==> config.mk <==
export PLATFORM = sky130hd
export DESIGN_NAME = sliding_window_sample_statistics
export DESIGN_NICKNAME = d
export VERILOG_FILES = /design/src/rtl/swss_pkg.sv /design/src/rtl/sliding_window_sample_statistics.sv /design/src/rtl/swss_cell.sv
export SDC_FILE = /design/constraint.sdc
export NUM_CORES = 2
export LEC_CHECK = 0
export BUFFER_PORTS_ARGS = -buffer_cell sky130_fd_sc_hd__buf_2
export CORE_MARGIN = 2
export CORE_UTILIZATION = 65
export DETAILED_ROUTE_END_ITERATION = 10
export PLACE_DENSITY = 0.83
export SETUP_SLACK_MARGIN = 0.02
export SYNTH_ARGS = -nofsm -noshare
export SYNTH_HDL_FRONTEND = slang
export SYNTH_SLANG_ARGS = --single-unit
==> constraint.sdc <==
create_clock -name clk -period 6.62 [get_ports clk]
set_input_delay 0.662 -clock clk [delete_from_list [all_inputs] [get_ports clk]]
set_output_delay 0.662 -clock clk [all_outputs]
set_load 0.05 [all_outputs]
==> src/rtl/swss_pkg.sv <==
// Shared constants, types and codes of the sliding window sample statistics block.
// No dependencies; every other RTL file refers to this package by scoped names.
`default_nettype none

package swss_pkg;

    // Store depth is a power of two: 2 ** DEPTH_LOG2 entries (1 to 8 -> 2 to 256)
    localparam int DEPTH_LOG2   = 6;
    localparam int WINDOW_DEPTH = 1 << DEPTH_LOG2;
    localparam int SAMPLE_BITS  = 12;

    // Window length (1 .. WINDOW_DEPTH) and rank counts
    localparam int LEN_BITS  = DEPTH_LOG2 + 1;
    // Step counter (0 .. WINDOW_DEPTH - 1)
    localparam int CNT_BITS  = DEPTH_LOG2;
    // Effective length exponent (0 .. DEPTH_LOG2)
    localparam int LOG2_BITS = $clog2(DEPTH_LOG2 + 1);
    localparam int SUM_BITS  = SAMPLE_BITS + DEPTH_LOG2;

    localparam int MODE_BITS      = 3;
    localparam int CFG_DATA_BITS  = 3;
    localparam int CFG_INDEX_BITS = 1;

    // Statistic selection codes; the remaining codes pass the sample
    localparam logic [MODE_BITS-1:0] MODE_PASS   = 3'd0;
    localparam logic [MODE_BITS-1:0] MODE_MEAN   = 3'd1;
    localparam logic [MODE_BITS-1:0] MODE_MIN    = 3'd2;
    localparam logic [MODE_BITS-1:0] MODE_MAX    = 3'd3;
    localparam logic [MODE_BITS-1:0] MODE_MEDIAN = 3'd4;

    // Configuration register indexes
    localparam logic [CFG_INDEX_BITS-1:0] CFG_STAT_MODE   = 1'b0;
    localparam logic [CFG_INDEX_BITS-1:0] CFG_WINDOW_LOG2 = 1'b1;

    typedef enum logic [1:0] {
        CELL_HOLD,
        CELL_SHIFT,
        CELL_ROTATE,
        CELL_REFILL
    } cell_op_t;

    typedef struct packed {
        cell_op_t op;
        logic     count_en;
    } cell_ctrl_t;

    typedef struct packed {
        logic [SAMPLE_BITS-1:0] value;
        logic [LEN_BITS-1:0]    lt;
        logic [LEN_BITS-1:0]    le;
    } cell_data_t;

    typedef enum logic [1:0] {
        ST_IDLE,
        ST_SCAN,
        ST_PICK,
        ST_FIN
    } seq_state_t;

endpackage

`default_nettype wire

==> src/rtl/sliding_window_sample_statistics.sv <==
// Sliding window sample statistics: a row of window cells and the sequencer driving it.
// Depends on swss_pkg and swss_cell.
// A result is registered once its request has been scanned through the L window cells (and,
// for the median, picked in a second pass), L being the window length, and the output is free;
// no new request is taken before then, the pace being set by the rotation of the cell row.
// Reset (asynchronous, active low) zeroes the window, the last sample and both registers.
`default_nettype none

module sliding_window_sample_statistics (
    input  wire logic                                  clk,
    input  wire logic                                  rst_n,
    // Input requests
    input  wire logic                                  in_valid,
    output logic                                       in_stall,
    input  wire logic [swss_pkg::SAMPLE_BITS-1:0]      sample,
    // Result requests
    output logic                                       out_valid,
    input  wire logic                                  out_stall,
    output logic [swss_pkg::SAMPLE_BITS-1:0]           statistic,
    // Configuration writes
    input  wire logic                                  cfg_we,
    input  wire logic [swss_pkg::CFG_INDEX_BITS-1:0]   cfg_index,
    input  wire logic [swss_pkg::CFG_DATA_BITS-1:0]    cfg_data
);

    // ------------------------------------------------------------------------
    // Operation
    //   On acceptance every window cell takes its right neighbour's sample and
    //   the tail cell (index L - 1) takes the new sample; cells beyond the
    //   window hold. Rank counts are cleared at the same time.
    //   Scan: in each of L steps the window rotates left by one cell, the tail taking
    //   cell 0. Cell 0 is broadcast as a probe: the sequencer folds it into the
    //   sum, minimum and maximum, and every window cell counts probes below and not
    //   above its own sample. Counts travel with their samples, so after L
    //   steps the window is back in age order, each sample with its rank span.
    //   Pick (median only): L more rotations; cell 0 is captured as the lower
    //   or upper middle value when its rank span covers that sorted position.
    //   Finish: form the chosen statistic and load the output register as soon
    //   as it is free.
    // ------------------------------------------------------------------------

    localparam int DEPTH = swss_pkg::WINDOW_DEPTH;
    localparam int SB    = swss_pkg::SAMPLE_BITS;
    localparam int LB    = swss_pkg::LEN_BITS;
    localparam int CB    = swss_pkg::CNT_BITS;

    swss_pkg::seq_state_t              state_reg, state_next;
    logic [CB-1:0]                     step_cnt_reg, step_cnt_next;
    logic [swss_pkg::SUM_BITS-1:0]     sum_reg, sum_next;
    logic [SB-1:0]                     min_reg, min_next;
    logic [SB-1:0]                     max_reg, max_next;
    logic [SB-1:0]                     med_lo_reg, med_lo_next;
    logic [SB-1:0]                     med_hi_reg, med_hi_next;
    logic [swss_pkg::MODE_BITS-1:0]    stat_mode_reg, stat_mode_next;
    logic [swss_pkg::CFG_DATA_BITS-1:0] window_log2_reg, window_log2_next;
    logic [SB-1:0]                     last_sample_reg, last_sample_next;
    logic                              out_valid_reg, out_valid_next;
    logic [SB-1:0]                     statistic_reg, statistic_next;

    swss_pkg::cell_ctrl_t              cell_ctrl;
    swss_pkg::cell_data_t              cell_data [DEPTH];
    logic [DEPTH-1:0]                  in_window;
    logic [DEPTH-1:0]                  is_tail;

    logic [swss_pkg::LOG2_BITS-1:0]    eff_log2;
    logic [LB-1:0]                     win_len;
    logic [LB-1:0]                     win_len_m1;
    logic [LB-1:0]                     k_lo;
    logic [LB-1:0]                     k_hi;
    logic [CB-1:0]                     last_step;
    logic [SB-1:0]                     probe;
    logic                              accept;
    logic                              load_out;
    logic [SB:0]                       med_sum;
    logic [SB-1:0]                     result;

    // Window length: two to the configured power, saturated at the store depth
    always_comb
    begin
        if (window_log2_reg > swss_pkg::DEPTH_LOG2)
        begin
            eff_log2 = swss_pkg::LOG2_BITS'(swss_pkg::DEPTH_LOG2);
        end
        else
        begin
            eff_log2 = swss_pkg::LOG2_BITS'(window_log2_reg);
        end
        win_len    = LB'(1) << eff_log2;
        win_len_m1 = win_len - LB'(1);
        k_lo       = win_len_m1 >> 1;
        k_hi       = win_len >> 1;
        last_step  = win_len_m1[CB-1:0];
    end

    // ------------------------------------------------------------------------
    // Cell row
    // ------------------------------------------------------------------------
    assign probe = cell_data[0].value;

    for (genvar i = 0; i < DEPTH; i++)
    begin : g_cell
        localparam logic [LB-1:0] IDX = LB'(i);
        swss_pkg::cell_data_t src;

        assign in_window[i] = (IDX < win_len);
        assign is_tail[i]   = (IDX == win_len_m1);
        // The tail wraps round to cell 0; all others take their right neighbour
        assign src = is_tail[i] ? cell_data[0] : cell_data[(i + 1) % DEPTH];

        swss_cell u_cell (
            .clk          (clk),
            .rst_n        (rst_n),
            .ctrl         (cell_ctrl),
            .in_window    (in_window[i]),
            .is_tail      (is_tail[i]),
            .probe        (probe),
            .sample       (sample),
            .refill_value (last_sample_reg),
            .src          (src),
            .data_out     (cell_data[i])
        );
    end

    // ------------------------------------------------------------------------
    // Handshakes
    // ------------------------------------------------------------------------
    assign in_stall  = (state_reg != swss_pkg::ST_IDLE);
    assign accept    = in_valid && !in_stall;
    assign out_valid = out_valid_reg;
    assign statistic = statistic_reg;

    // Selected statistic, formed in the finishing cycle
    always_comb
    begin
        med_sum = {1'b0, med_lo_reg} + {1'b0, med_hi_reg};
        unique case (stat_mode_reg)
            swss_pkg::MODE_MEAN:   result = SB'(sum_reg >> eff_log2);
            swss_pkg::MODE_MIN:    result = min_reg;
            swss_pkg::MODE_MAX:    result = max_reg;
            swss_pkg::MODE_MEDIAN: result = med_sum[SB:1];
            default:               result = last_sample_reg;
        endcase
    end

    // ------------------------------------------------------------------------
    // Sequencer
    // ------------------------------------------------------------------------
    always_comb
    begin
        state_next       = state_reg;
        step_cnt_next    = step_cnt_reg;
        sum_next         = sum_reg;
        min_next         = min_reg;
        max_next         = max_reg;
        med_lo_next      = med_lo_reg;
        med_hi_next      = med_hi_reg;
        stat_mode_next   = stat_mode_reg;
        window_log2_next = window_log2_reg;
        last_sample_next = last_sample_reg;
        statistic_next   = statistic_reg;
        load_out         = 1'b0;
        cell_ctrl.op       = swss_pkg::CELL_HOLD;
        cell_ctrl.count_en = 1'b0;

        unique case (state_reg)
            swss_pkg::ST_IDLE:
            begin
                if (accept)
                begin
                    cell_ctrl.op     = swss_pkg::CELL_SHIFT;
                    last_sample_next = sample;
                    step_cnt_next    = '0;
                    state_next       = swss_pkg::ST_SCAN;
                end
            end
            swss_pkg::ST_SCAN:
            begin
                cell_ctrl.op       = swss_pkg::CELL_ROTATE;
                cell_ctrl.count_en = 1'b1;
                // Start the folds afresh on the first probe
                if (step_cnt_reg == '0)
                begin
                    sum_next = swss_pkg::SUM_BITS'(probe);
                    min_next = probe;
                    max_next = probe;
                end
                else
                begin
                    sum_next = sum_reg + swss_pkg::SUM_BITS'(probe);
                    min_next = (probe < min_reg) ? probe : min_reg;
                    max_next = (probe > max_reg) ? probe : max_reg;
                end
                if (step_cnt_reg == last_step)
                begin
                    step_cnt_next = '0;
                    state_next    = (stat_mode_reg == swss_pkg::MODE_MEDIAN) ?
                                    swss_pkg::ST_PICK : swss_pkg::ST_FIN;
                end
                else
                begin
                    step_cnt_next = step_cnt_reg + CB'(1);
                end
            end
            swss_pkg::ST_PICK:
            begin
                cell_ctrl.op = swss_pkg::CELL_ROTATE;
                // A sample whose rank span covers a middle position is that value
                if ((cell_data[0].lt <= k_lo) && (cell_data[0].le > k_lo))
                begin
                    med_lo_next = probe;
                end
                if ((cell_data[0].lt <= k_hi) && (cell_data[0].le > k_hi))
                begin
                    med_hi_next = probe;
                end
                if (step_cnt_reg == last_step)
                begin
                    step_cnt_next = '0;
                    state_next    = swss_pkg::ST_FIN;
                end
                else
                begin
                    step_cnt_next = step_cnt_reg + CB'(1);
                end
            end
            swss_pkg::ST_FIN:
            begin
                // Hold the result until the output register is free
                if (!out_valid_reg || !out_stall)
                begin
                    load_out       = 1'b1;
                    statistic_next = result;
                    state_next     = swss_pkg::ST_IDLE;
                end
            end
            default:
            begin
                state_next = swss_pkg::ST_IDLE;
            end
        endcase

        // Configuration write: update the register and refill the store
        if (cfg_we)
        begin
            cell_ctrl.op       = swss_pkg::CELL_REFILL;
            cell_ctrl.count_en = 1'b0;
            unique case (cfg_index)
                swss_pkg::CFG_STAT_MODE:   stat_mode_next   = cfg_data;
                swss_pkg::CFG_WINDOW_LOG2: window_log2_next = cfg_data;
                default:                   stat_mode_next   = stat_mode_reg;
            endcase
        end

        // Drop the result once taken, set it when a new one is loaded
        if (load_out)
        begin
            out_valid_next = 1'b1;
        end
        else if (!out_stall)
        begin
            out_valid_next = 1'b0;
        end
        else
        begin
            out_valid_next = out_valid_reg;
        end
    end

    // Control state and the registers whose reset values are visible
    always_ff @(posedge clk or negedge rst_n)
    begin
        if (!rst_n)
        begin
            state_reg       <= swss_pkg::ST_IDLE;
            step_cnt_reg    <= '0;
            stat_mode_reg   <= swss_pkg::MODE_PASS;
            window_log2_reg <= '0;
            last_sample_reg <= '0;
            out_valid_reg   <= 1'b0;
        end
        else
        begin
            state_reg       <= state_next;
            step_cnt_reg    <= step_cnt_next;
            stat_mode_reg   <= stat_mode_next;
            window_log2_reg <= window_log2_next;
            last_sample_reg <= last_sample_next;
            out_valid_reg   <= out_valid_next;
        end
    end

    // Folds and the result: payload, no reset
    always_ff @(posedge clk)
    begin
        sum_reg       <= sum_next;
        min_reg       <= min_next;
        max_reg       <= max_next;
        med_lo_reg    <= med_lo_next;
        med_hi_reg    <= med_hi_next;
        statistic_reg <= statistic_next;
    end

endmodule

`default_nettype wire

==> src/rtl/swss_cell.sv <==
// One window cell: a stored sample and its two rank counts.
// Depends on swss_pkg for widths, the cell operation codes and the cell structs.
`default_nettype none

module swss_cell (
    input  wire logic                                clk,
    input  wire logic                                rst_n,
    input  wire swss_pkg::cell_ctrl_t                ctrl,
    input  wire logic                                in_window,
    input  wire logic                                is_tail,
    input  wire logic [swss_pkg::SAMPLE_BITS-1:0]    probe,
    input  wire logic [swss_pkg::SAMPLE_BITS-1:0]    sample,
    input  wire logic [swss_pkg::SAMPLE_BITS-1:0]    refill_value,
    input  wire swss_pkg::cell_data_t                src,
    output swss_pkg::cell_data_t                     data_out
);

    logic [swss_pkg::SAMPLE_BITS-1:0] value_reg, value_next;
    logic [swss_pkg::LEN_BITS-1:0]    lt_reg, lt_next;
    logic [swss_pkg::LEN_BITS-1:0]    le_reg, le_next;
    logic                             inc_lt, inc_le;

    // Count probes strictly below and not above the held value
    always_comb
    begin
        inc_lt = ctrl.count_en && (probe < value_reg);
        inc_le = ctrl.count_en && (probe <= value_reg);
        data_out.value = value_reg;
        data_out.lt    = lt_reg + swss_pkg::LEN_BITS'(inc_lt);
        data_out.le    = le_reg + swss_pkg::LEN_BITS'(inc_le);
    end

    always_comb
    begin
        value_next = value_reg;
        lt_next    = lt_reg;
        le_next    = le_reg;
        case (ctrl.op)
            swss_pkg::CELL_SHIFT:
            begin
                if (in_window)
                begin
                    value_next = is_tail ? sample : src.value;
                    lt_next    = '0;
                    le_next    = '0;
                end
            end
            swss_pkg::CELL_ROTATE:
            begin
                if (in_window)
                begin
                    value_next = src.value;
                    lt_next    = src.lt;
                    le_next    = src.le;
                end
            end
            swss_pkg::CELL_REFILL:
            begin
                value_next = refill_value;
            end
            default:
            begin
                value_next = value_reg;
            end
        endcase
    end

    always_ff @(posedge clk or negedge rst_n)
    begin
        if (!rst_n)
        begin
            value_reg <= '0;
            lt_reg    <= '0;
            le_reg    <= '0;
        end
        else
        begin
            value_reg <= value_next;
            lt_reg    <= lt_next;
            le_reg    <= le_next;
        end
    end

endmodule

`default_nettype wire
; Word-level counts from Yosys, hierarchy flattened
; Cells that the tools add are included.
[totals]
ff_bits = 1769
output_inout_bits = 14
elab_cells = 1692
[op_classes]
add_sub_neg = 132
n_lt_le_gt_ge = 199
n_eq_ne = 207
n_shift = 2
muxes = 663
bitwise = 1
n_reduce_logical = 283
[ops]
columns = cell, count
row1 = 2-to-1 mux 12 bit, 197
row2 = case mux 12 bit (3 select lines), 64
row3 = case mux 7 bit (2 select lines), 128
row4 = 2-to-1 mux 26 bit, 63
row5 = 2-to-1 mux 7 bit, 192
row6 = adder 7 x 1 -> 7 bit, 128
row7 = less-than comparator 12 bit, 65
row8 = less-or-equal comparator 12 bit, 64
row9 = AND reduction 3 bit, 128
row10 = != test 2 x 1 -> 1 bit (second input constant), 129
row11 = equality test 6 x 7 -> 1 bit (first input constant), 32
row12 = less-than comparator 6 x 7 -> 1 bit (first input constant), 32
row13 = logical AND 1 bit, 131
row14 = equality test 5 x 7 -> 1 bit (first input constant), 16
row15 = less-than comparator 5 x 7 -> 1 bit (first input constant), 16
row16 = equality test 4 x 7 -> 1 bit (first input constant), 8
row17 = less-than comparator 4 x 7 -> 1 bit (first input constant), 8
row18 = case mux 12 bit (4 select lines), 1
row19 = equality test 3 x 7 -> 1 bit (first input constant), 4
row20 = less-than comparator 3 x 7 -> 1 bit (first input constant), 4
row21 = adder 18 x 12 -> 18 bit, 1
row22 = AND reduction 2 bit, 9
row23 = >> shifter 18 x 3 -> 12 bit, 1
row24 = equality test 2 x 7 -> 1 bit (first input constant), 2
row25 = 35 further kinds, 64

; Longest topological paths before layout
[logic_depth]
word_depth = 12
depth_mapped = 16

; Cells and area by module
; From an unflattened synthesis, not the netlist that was laid out.
[unflattened]
cells_unflattened = 17163
area_unflattened_um2 = 144056.9
[by_module_without_submodules]
columns = module, instances, cells_per_inst, area_each_um2
row1 = swss_cell (g_cell[0].u_cell ...), 56, 229, 1994.4
row2 = sliding_window_sample_statistics, 1, 2501, 16025.4
row3 = swss_cell (g_cell[6].u_cell ...), 2, 232, 2048.2
row4 = swss_cell (g_cell[27].u_cell ...), 2, 226, 2031.9
row5 = swss_cell (g_cell[9].u_cell), 1, 233, 2117.0
row6 = swss_cell (g_cell[63].u_cell), 1, 230, 2038.2
row7 = swss_cell (g_cell[8].u_cell), 1, 230, 2037.0
row8 = swss_cell (g_cell[26].u_cell), 1, 229, 1991.9

; Least setup slack after synthesis
; Ideal clock, no wire load.
[synth_path]
path_type = reg2reg
start = reg state_reg[1]
end = reg med_hi_reg[0], enable pin
t_arrival_ps = 4488
required_ps = 6216
slack_ps = 1727
stages_incl_launch_ff = 17
path_buffers = 2
synth_period_minus_slack_ps = 4893
path_cell_list = dfrtp_1 > inv_1 > ha_1 > nand2b_1 > clkbuf_1 > inv_2 > clkbuf_1 > ha_1 > ha_1 > nand3_1 > xor2_1 > inv_1 > ha_1 > and4_1 > o211ai_1 > o21ai_0 > a311oi_1
[synth_via]
elab_chain_len = 8
[synth_lines]
columns = item, line_no
row1 = "start, declared", sliding_window_sample_statistics.sv:47  ; swss_pkg::seq_state_t state_reg, state_next;
row2 = "start signal, assigned", sliding_window_sample_statistics.sv:274  ; state_reg <= swss_pkg::ST_IDLE;
row3 = "start signal, assigned", sliding_window_sample_statistics.sv:283  ; state_reg <= state_next;
row4 = equality test 2 x 1 -> 1 bit, sliding_window_sample_statistics.sv:165  ; unique case (state_reg)
row5 = 2-to-1 mux 1 bit, sliding_window_sample_statistics.sv:165
row6 = 2-to-1 mux 3 bit, sliding_window_sample_statistics.sv:243  ; if (cfg_we)
row7 = "logical AND 1 bit, on equally long branches", "swss_cell.sv:26, swss_cell.sv:27"
row8 = "adder 7 x 1 -> 7 bit, on equally long branches", "swss_cell.sv:29, swss_cell.sv:30"
row9 = less-or-equal comparator 7 x 6 -> 1 bit / > comparator 7 x 6 -> 1 bit (equally long branches), sliding_window_sample_statistics.sv:212  ; if ((cell_data[0].lt <= k_hi) && (cell_data[0].le > k_hi))
row10 = logical AND 1 bit, sliding_window_sample_statistics.sv:212
row11 = AND reduction 2 bit (no line) (*), -
row12 = "end signal, assigned", sliding_window_sample_statistics.sv:299  ; med_hi_reg <= med_hi_next;
row13 = "end, declared", sliding_window_sample_statistics.sv:53  ; logic [SB-1:0] med_hi_reg, med_hi_next;
; Mark *: on every way between the ends. The rest lies on a longest branch, timed or not.
; A chain may end at the register's enable or synchronous reset.

; Final worst setup path
[layout_path]
start = reg state_reg[1]
end = reg g_cell[16].u_cell.value_reg[8] (netlist name)
[layout_via]
elab_chain_len = 9
[layout_lines]
columns = item, line_no
row1 = nonzero test 2 bit, sliding_window_sample_statistics.sv:127  ; assign in_stall = (state_reg != swss_pkg::ST_IDLE);
row2 = zero test 1 bit, sliding_window_sample_statistics.sv:128  ; assign accept = in_valid && !in_stall;
row3 = logical AND 1 bit, sliding_window_sample_statistics.sv:128
row4 = 2-to-1 mux 1 bit, sliding_window_sample_statistics.sv:168  ; if (accept)
row5 = case mux 2 bit (2 select lines) (*), sliding_window_sample_statistics.sv:165
row6 = 2-to-1 mux 3 bit (*), sliding_window_sample_statistics.sv:243
row7 = equality test 2 bit / equality test 2 x 1 -> 1 bit (equally long branches), swss_cell.sv:38  ; case (ctrl.op)
row8 = != test 2 x 1 -> 1 bit (no line) / nonzero test 3 bit (equally long branches), -
row9 = AND reduction 3 bit (no line), -
row10 = "end signal, assigned", swss_cell.sv:78  ; value_reg <= value_next;
row11 = "end, declared", swss_cell.sv:18  ; logic [swss_pkg::SAMPLE_BITS-1:0] value_reg, value_next;
; Marks and branches as above.

==> results <==
- In this run the worst path has a maximum fanout of 209.
- The worst path in the final design needs a cycle of 5.12 ns, including I/O delays and setup.
- Summed over all failing endpoints, the final setup total negative slack is 0 ns.
- In this run the critical register-to-register path is captured at g_cell[16].u_cell.value_reg[8]$_DFFE_PN0P_.
- Of all cell types, the one taking the most synthesized area is sky130_fd_sc_hd__dfrtp_1.
- The share of post-route cells with drive strength above 1 is 5.40%.
- The chip height is 401 um.
- The mean number of vias per cell is 6.51.
- The routability congestion estimate from global placement is 0.953.
- The proportion of register bits with asynchronous set or reset after synthesis is 95.6%.
- The TritonCTS clock tree is built.
- The floorplan has 145 rows.
- At the end of the flow, the number of nets in the layout was 11882.
- Yosys printed 0 warnings.
- The number of distinct library cell variants in the gate-level netlist after synthesis is 77.
- The floorplan step defined a die boundary enclosing 161000 um2.
- The number of enable flip-flop cells after synthesis is 78.
- The initial cell density of the core is 65.5%.
- Global routing used 35.3% of the available tracks across all layers.
- In the routed design, unresolved DRC markers number 0.
- The cell count after synthesis is 11027.
- Once the clock tree was built, the setup fixing pass inserted 0 buffers.
- The worst min-delay path category is in -> reg.
- After synthesis, the largest area contributor takes up 41.2% of total cell area.
- The final cell area excluding filler cells is 111000 um2.
- In this run, synthesis produced a sequential element count of 1769.
- The worst vdd rail ir drop is 480 uV.
- For this design, the sink count on the clock tree is 1769.
- The launching element type of the critical path is a register.
- The max capacitance violation total is 0.
- The worst hold endpoint is out_valid$_DFFE_PN0P_.
- For the worst flop-to-flop path, the logic depth is 11.
- The number of flip-flops in the largest register is 768.
- The setup skew after layout is 0.0498 ns.
- The cell at the root of the clock tree is sky130_fd_sc_hd__clkbuf_16.
- The final-report hold violation count is 0.
- Clock tree synthesis inserted a total of 185 buffers.
- The total power divided by cell area is 488 nW/um2.
- In the detailed route, the total length drawn on met2 is 128000 um.
- After detailed routing, the average wire length per cell comes to 22.1 um.
- The core area is 157000 um2.
- The number of nets handed over by synthesis was 12135.
- Entering global routing, the biggest net connects 210 pins.
- Wire segments on met3 add up to 30000 um in the final route.
- The worst setup path is captured at a register.
- Setup repair after global routing left no endpoint under its margin.
- The post-route antenna net violation count is 0.
- The start point of the worst min-delay path is out_stall.
- During I/O placement, the number of pins put on the boundary was 35.
- The routed metal-1 wirelength is 117000 um.
- Setup violations remaining at the end of the flow were counted as 0.
- Measured against its own limit, the worst slew margin works out to 15.0%.
- Along the worst hold path, the cell count comes to 2.
- The finished layout holds 12989 standard cells, fillers aside.
- The maximum clock insertion buffer count is 3.
- Of the available clock period, the critical path in the final layout requires 77.3%.
- The die boundary width is 401 um.
- Yosys instantiated no cell more often than sky130_fd_sc_hd__dfrtp_1.
- The number of global-route vias before repair is 84196.
- The growth of design area from synthesis to finish is 8.10%.
- In the synthesized netlist the dominant register cell turns out to be sky130_fd_sc_hd__dfrtp_1.
- Sequential elements use 43.5% of the synthesized area.
- The wire length reported by the detailed router is 287000 um.
- The critical path required time is 7.36 ns.
- The achievable clock frequency is 195 MHz.
- The via count is 84508.
- The CTS H-tree depth is 4.
- The internal reg-to-reg setup slack is 1.50 ns.
- The cell leakage power is 53.3 nW.
- The initial antenna violation count is 8.
- After global routing the overflow that remains totals 0.
- The number of placed instances, taps included is 12644.
- The average cell area after synthesis is 9.31 um2.
- Data arrives at the worst endpoint at 5.86 ns.
- The pre-antenna-repair detailed-routing pass consisted of 7 iterations.
- During placement, the flow inserted port buffers numbering 34.
- The number of DRC markers after the initial detailed-route iteration is 10086.
- The placed instances occupy a cell area of 104000 um2.
- The run finished with clean final reports.
- The final number of max-transition violations came to 0.
- The HPWL after detailed placement is 185000 um.
- The transition at the pin with the smallest max-transition slack is 1.28 ns.
- Sorting the synthesized cells by how often they occur yields sky130_fd_sc_hd__dfrtp_1, sky130_fd_sc_hd__a21oi_1, sky130_fd_sc_hd__ha_1.
- The register clock-pin slew on the reported worst setup and hold paths is 0.06 ns.
- After synthesis, the cell types taking the most area are sky130_fd_sc_hd__dfrtp_1, sky130_fd_sc_hd__ha_1, sky130_fd_sc_hd__a21oi_1.
- The detailed router used layers up to and including met5.
- The first-pass GRT wire length is 458000 um.
- The clock insertion delay at the later pin of the skew report is 0.86 ns.
- The worst register-to-register path begins at state_reg[1]$_DFFE_PN0P_.
- The cell area after synthesis is 103000 um2.
- The critical path is of the reg -> reg type.
## metrics by stage
step                hold slack, ns  total power [mW]  util [%]  worst slack, ns
floorplan                    0.366              34.2         -             1.73
global placement             0.454              40.4      66.7             1.96
detailed placement           0.462              42.1      66.7             1.81
CTS                         0.0183              53.3      70.8             1.75
global route                0.0390              57.7      70.9             1.35
finish                      0.0435              54.2      70.9             1.50
## how the worst max path moves through the flow
stage | start | depth (start not counted) | slack [ns] | end
after floorplan | state_reg[1]$_DFFE_PN0P_ | 16 | 1.73 | med_hi_reg[0]$_DFFE_PP_
after global placement | in_valid | 10 | 1.96 | g_cell[11].u_cell.value_reg[7]$_DFFE_PN0P_
after detailed placement | state_reg[0]$_DFFE_PN0P_ | 11 | 1.81 | g_cell[8].u_cell.value_reg[4]$_DFFE_PN0P_
after CTS | state_reg[0]$_DFFE_PN0P_ | 11 | 1.75 | g_cell[11].u_cell.value_reg[6]$_DFFE_PN0P_
after global routing | state_reg[0]$_DFFE_PN0P_ | 11 | 1.35 | g_cell[19].u_cell.value_reg[2]$_DFFE_PN0P_
final | state_reg[1]$_DFFE_PN0P_ | 11 | 1.50 | g_cell[16].u_cell.value_reg[8]$_DFFE_PN0P_
## kinds of logic (layout without fill, tap and decap cells)
family | Yosys count | in the layout | synth area share (%)
compound gates | 3318 | 3318 | 19.5
simple gates | 2684 | 2684 | 11.7
flops | 1769 | 1769 | 43.5
buf+inv | 1430 | 1333 | 5.50
fa+ha+maj | 1090 | 1090 | 13.3
xor+xnor | 659 | 659 | 5.62
mux | 77 | 77 | 0.813
other cells | 0 | 1 | 0
## area by class of cell
| class | count | area (um2) |
|---|---|---|
| clock inverter | 79 | 1020 |
| multi-input combinational | 7828 | 52500 |
| sequential | 1769 | 44700 |
| antenna | 1 | 2.50 |
| clock buffer | 264 | 5410 |
| tap | 2058 | 2570 |
| timing repair buffer | 181 | 1690 |
| inverter | 809 | 3040 |
| fill | 11103 | 45600 |
## layer usage
metal / vias up / global-route usage, %
met5: - / 0
met4: 12 / 14.3
met3: 900 / 8.45
met1: 41110 / 48.4
met2: 4068 / 54.0
li1: 38418 / -
## where the power goes
part	total (mW)	switching [mW]	internal, mW
registers	17.3	3.12	14.2
logic	25.9	16.8	9.08
clock network	11.0	4.62	6.35
total	54.2	24.6	29.6
## layout by cell type, fill, tap and decap left out, types with 20 or more instances in the layout
cell type and count:
sky130_fd_sc_hd__inv_1 799, sky130_fd_sc_hd__ha_1 1084, sky130_fd_sc_hd__nor3_1 33, sky130_fd_sc_hd__nand2b_1 25, sky130_fd_sc_hd__nor2_1 588, sky130_fd_sc_hd__nand4_1 114, sky130_fd_sc_hd__a31oi_1 20, sky130_fd_sc_hd__a21o_1 167
sky130_fd_sc_hd__a211oi_1 438, sky130_fd_sc_hd__mux2_2 30, sky130_fd_sc_hd__nor2b_1 85, sky130_fd_sc_hd__mux2i_1 44, sky130_fd_sc_hd__xor2_1 345, sky130_fd_sc_hd__clkbuf_16 187, sky130_fd_sc_hd__buf_2 33, sky130_fd_sc_hd__dfrtp_1 1680
sky130_fd_sc_hd__nand2_1 1070, sky130_fd_sc_hd__buf_4 114, sky130_fd_sc_hd__o2111a_1 41, sky130_fd_sc_hd__xnor2_1 314, sky130_fd_sc_hd__edfxtp_1 78, sky130_fd_sc_hd__a311oi_1 27, sky130_fd_sc_hd__o31ai_1 105, sky130_fd_sc_hd__clkinv_2 43
sky130_fd_sc_hd__and3_1 199, sky130_fd_sc_hd__clkbuf_1 33, sky130_fd_sc_hd__nand3_1 493, sky130_fd_sc_hd__a22o_1 199, sky130_fd_sc_hd__o22ai_1 61, sky130_fd_sc_hd__o21ai_0 886, sky130_fd_sc_hd__buf_12 33, sky130_fd_sc_hd__a21oi_1 1243
sky130_fd_sc_hd__clkbuf_8 44
## timing repair
action	CTS	global route
endpoints found under the hold margin	116	0
endpoints found under the setup margin	0	0
gates resized for setup	0	0
hold buffers	1	0
## worst max-delay path, cell delays in order, from the launching register on
cell and delay [ns]:
sky130_fd_sc_hd__dfrtp_1 0.42, sky130_fd_sc_hd__inv_1 0.14, sky130_fd_sc_hd__ha_1 0.32, sky130_fd_sc_hd__nand2_1 0.45, sky130_fd_sc_hd__nand2b_1 0.30, sky130_fd_sc_hd__inv_1 0.12, sky130_fd_sc_hd__ha_4 0.40, sky130_fd_sc_hd__or2_1 0.67
sky130_fd_sc_hd__a21oi_4 1.00, sky130_fd_sc_hd__buf_12 0.59, sky130_fd_sc_hd__nor2_1 0.12, sky130_fd_sc_hd__a21oi_1 0.15
No activity file was read; power rests on OpenSTA's default activity.
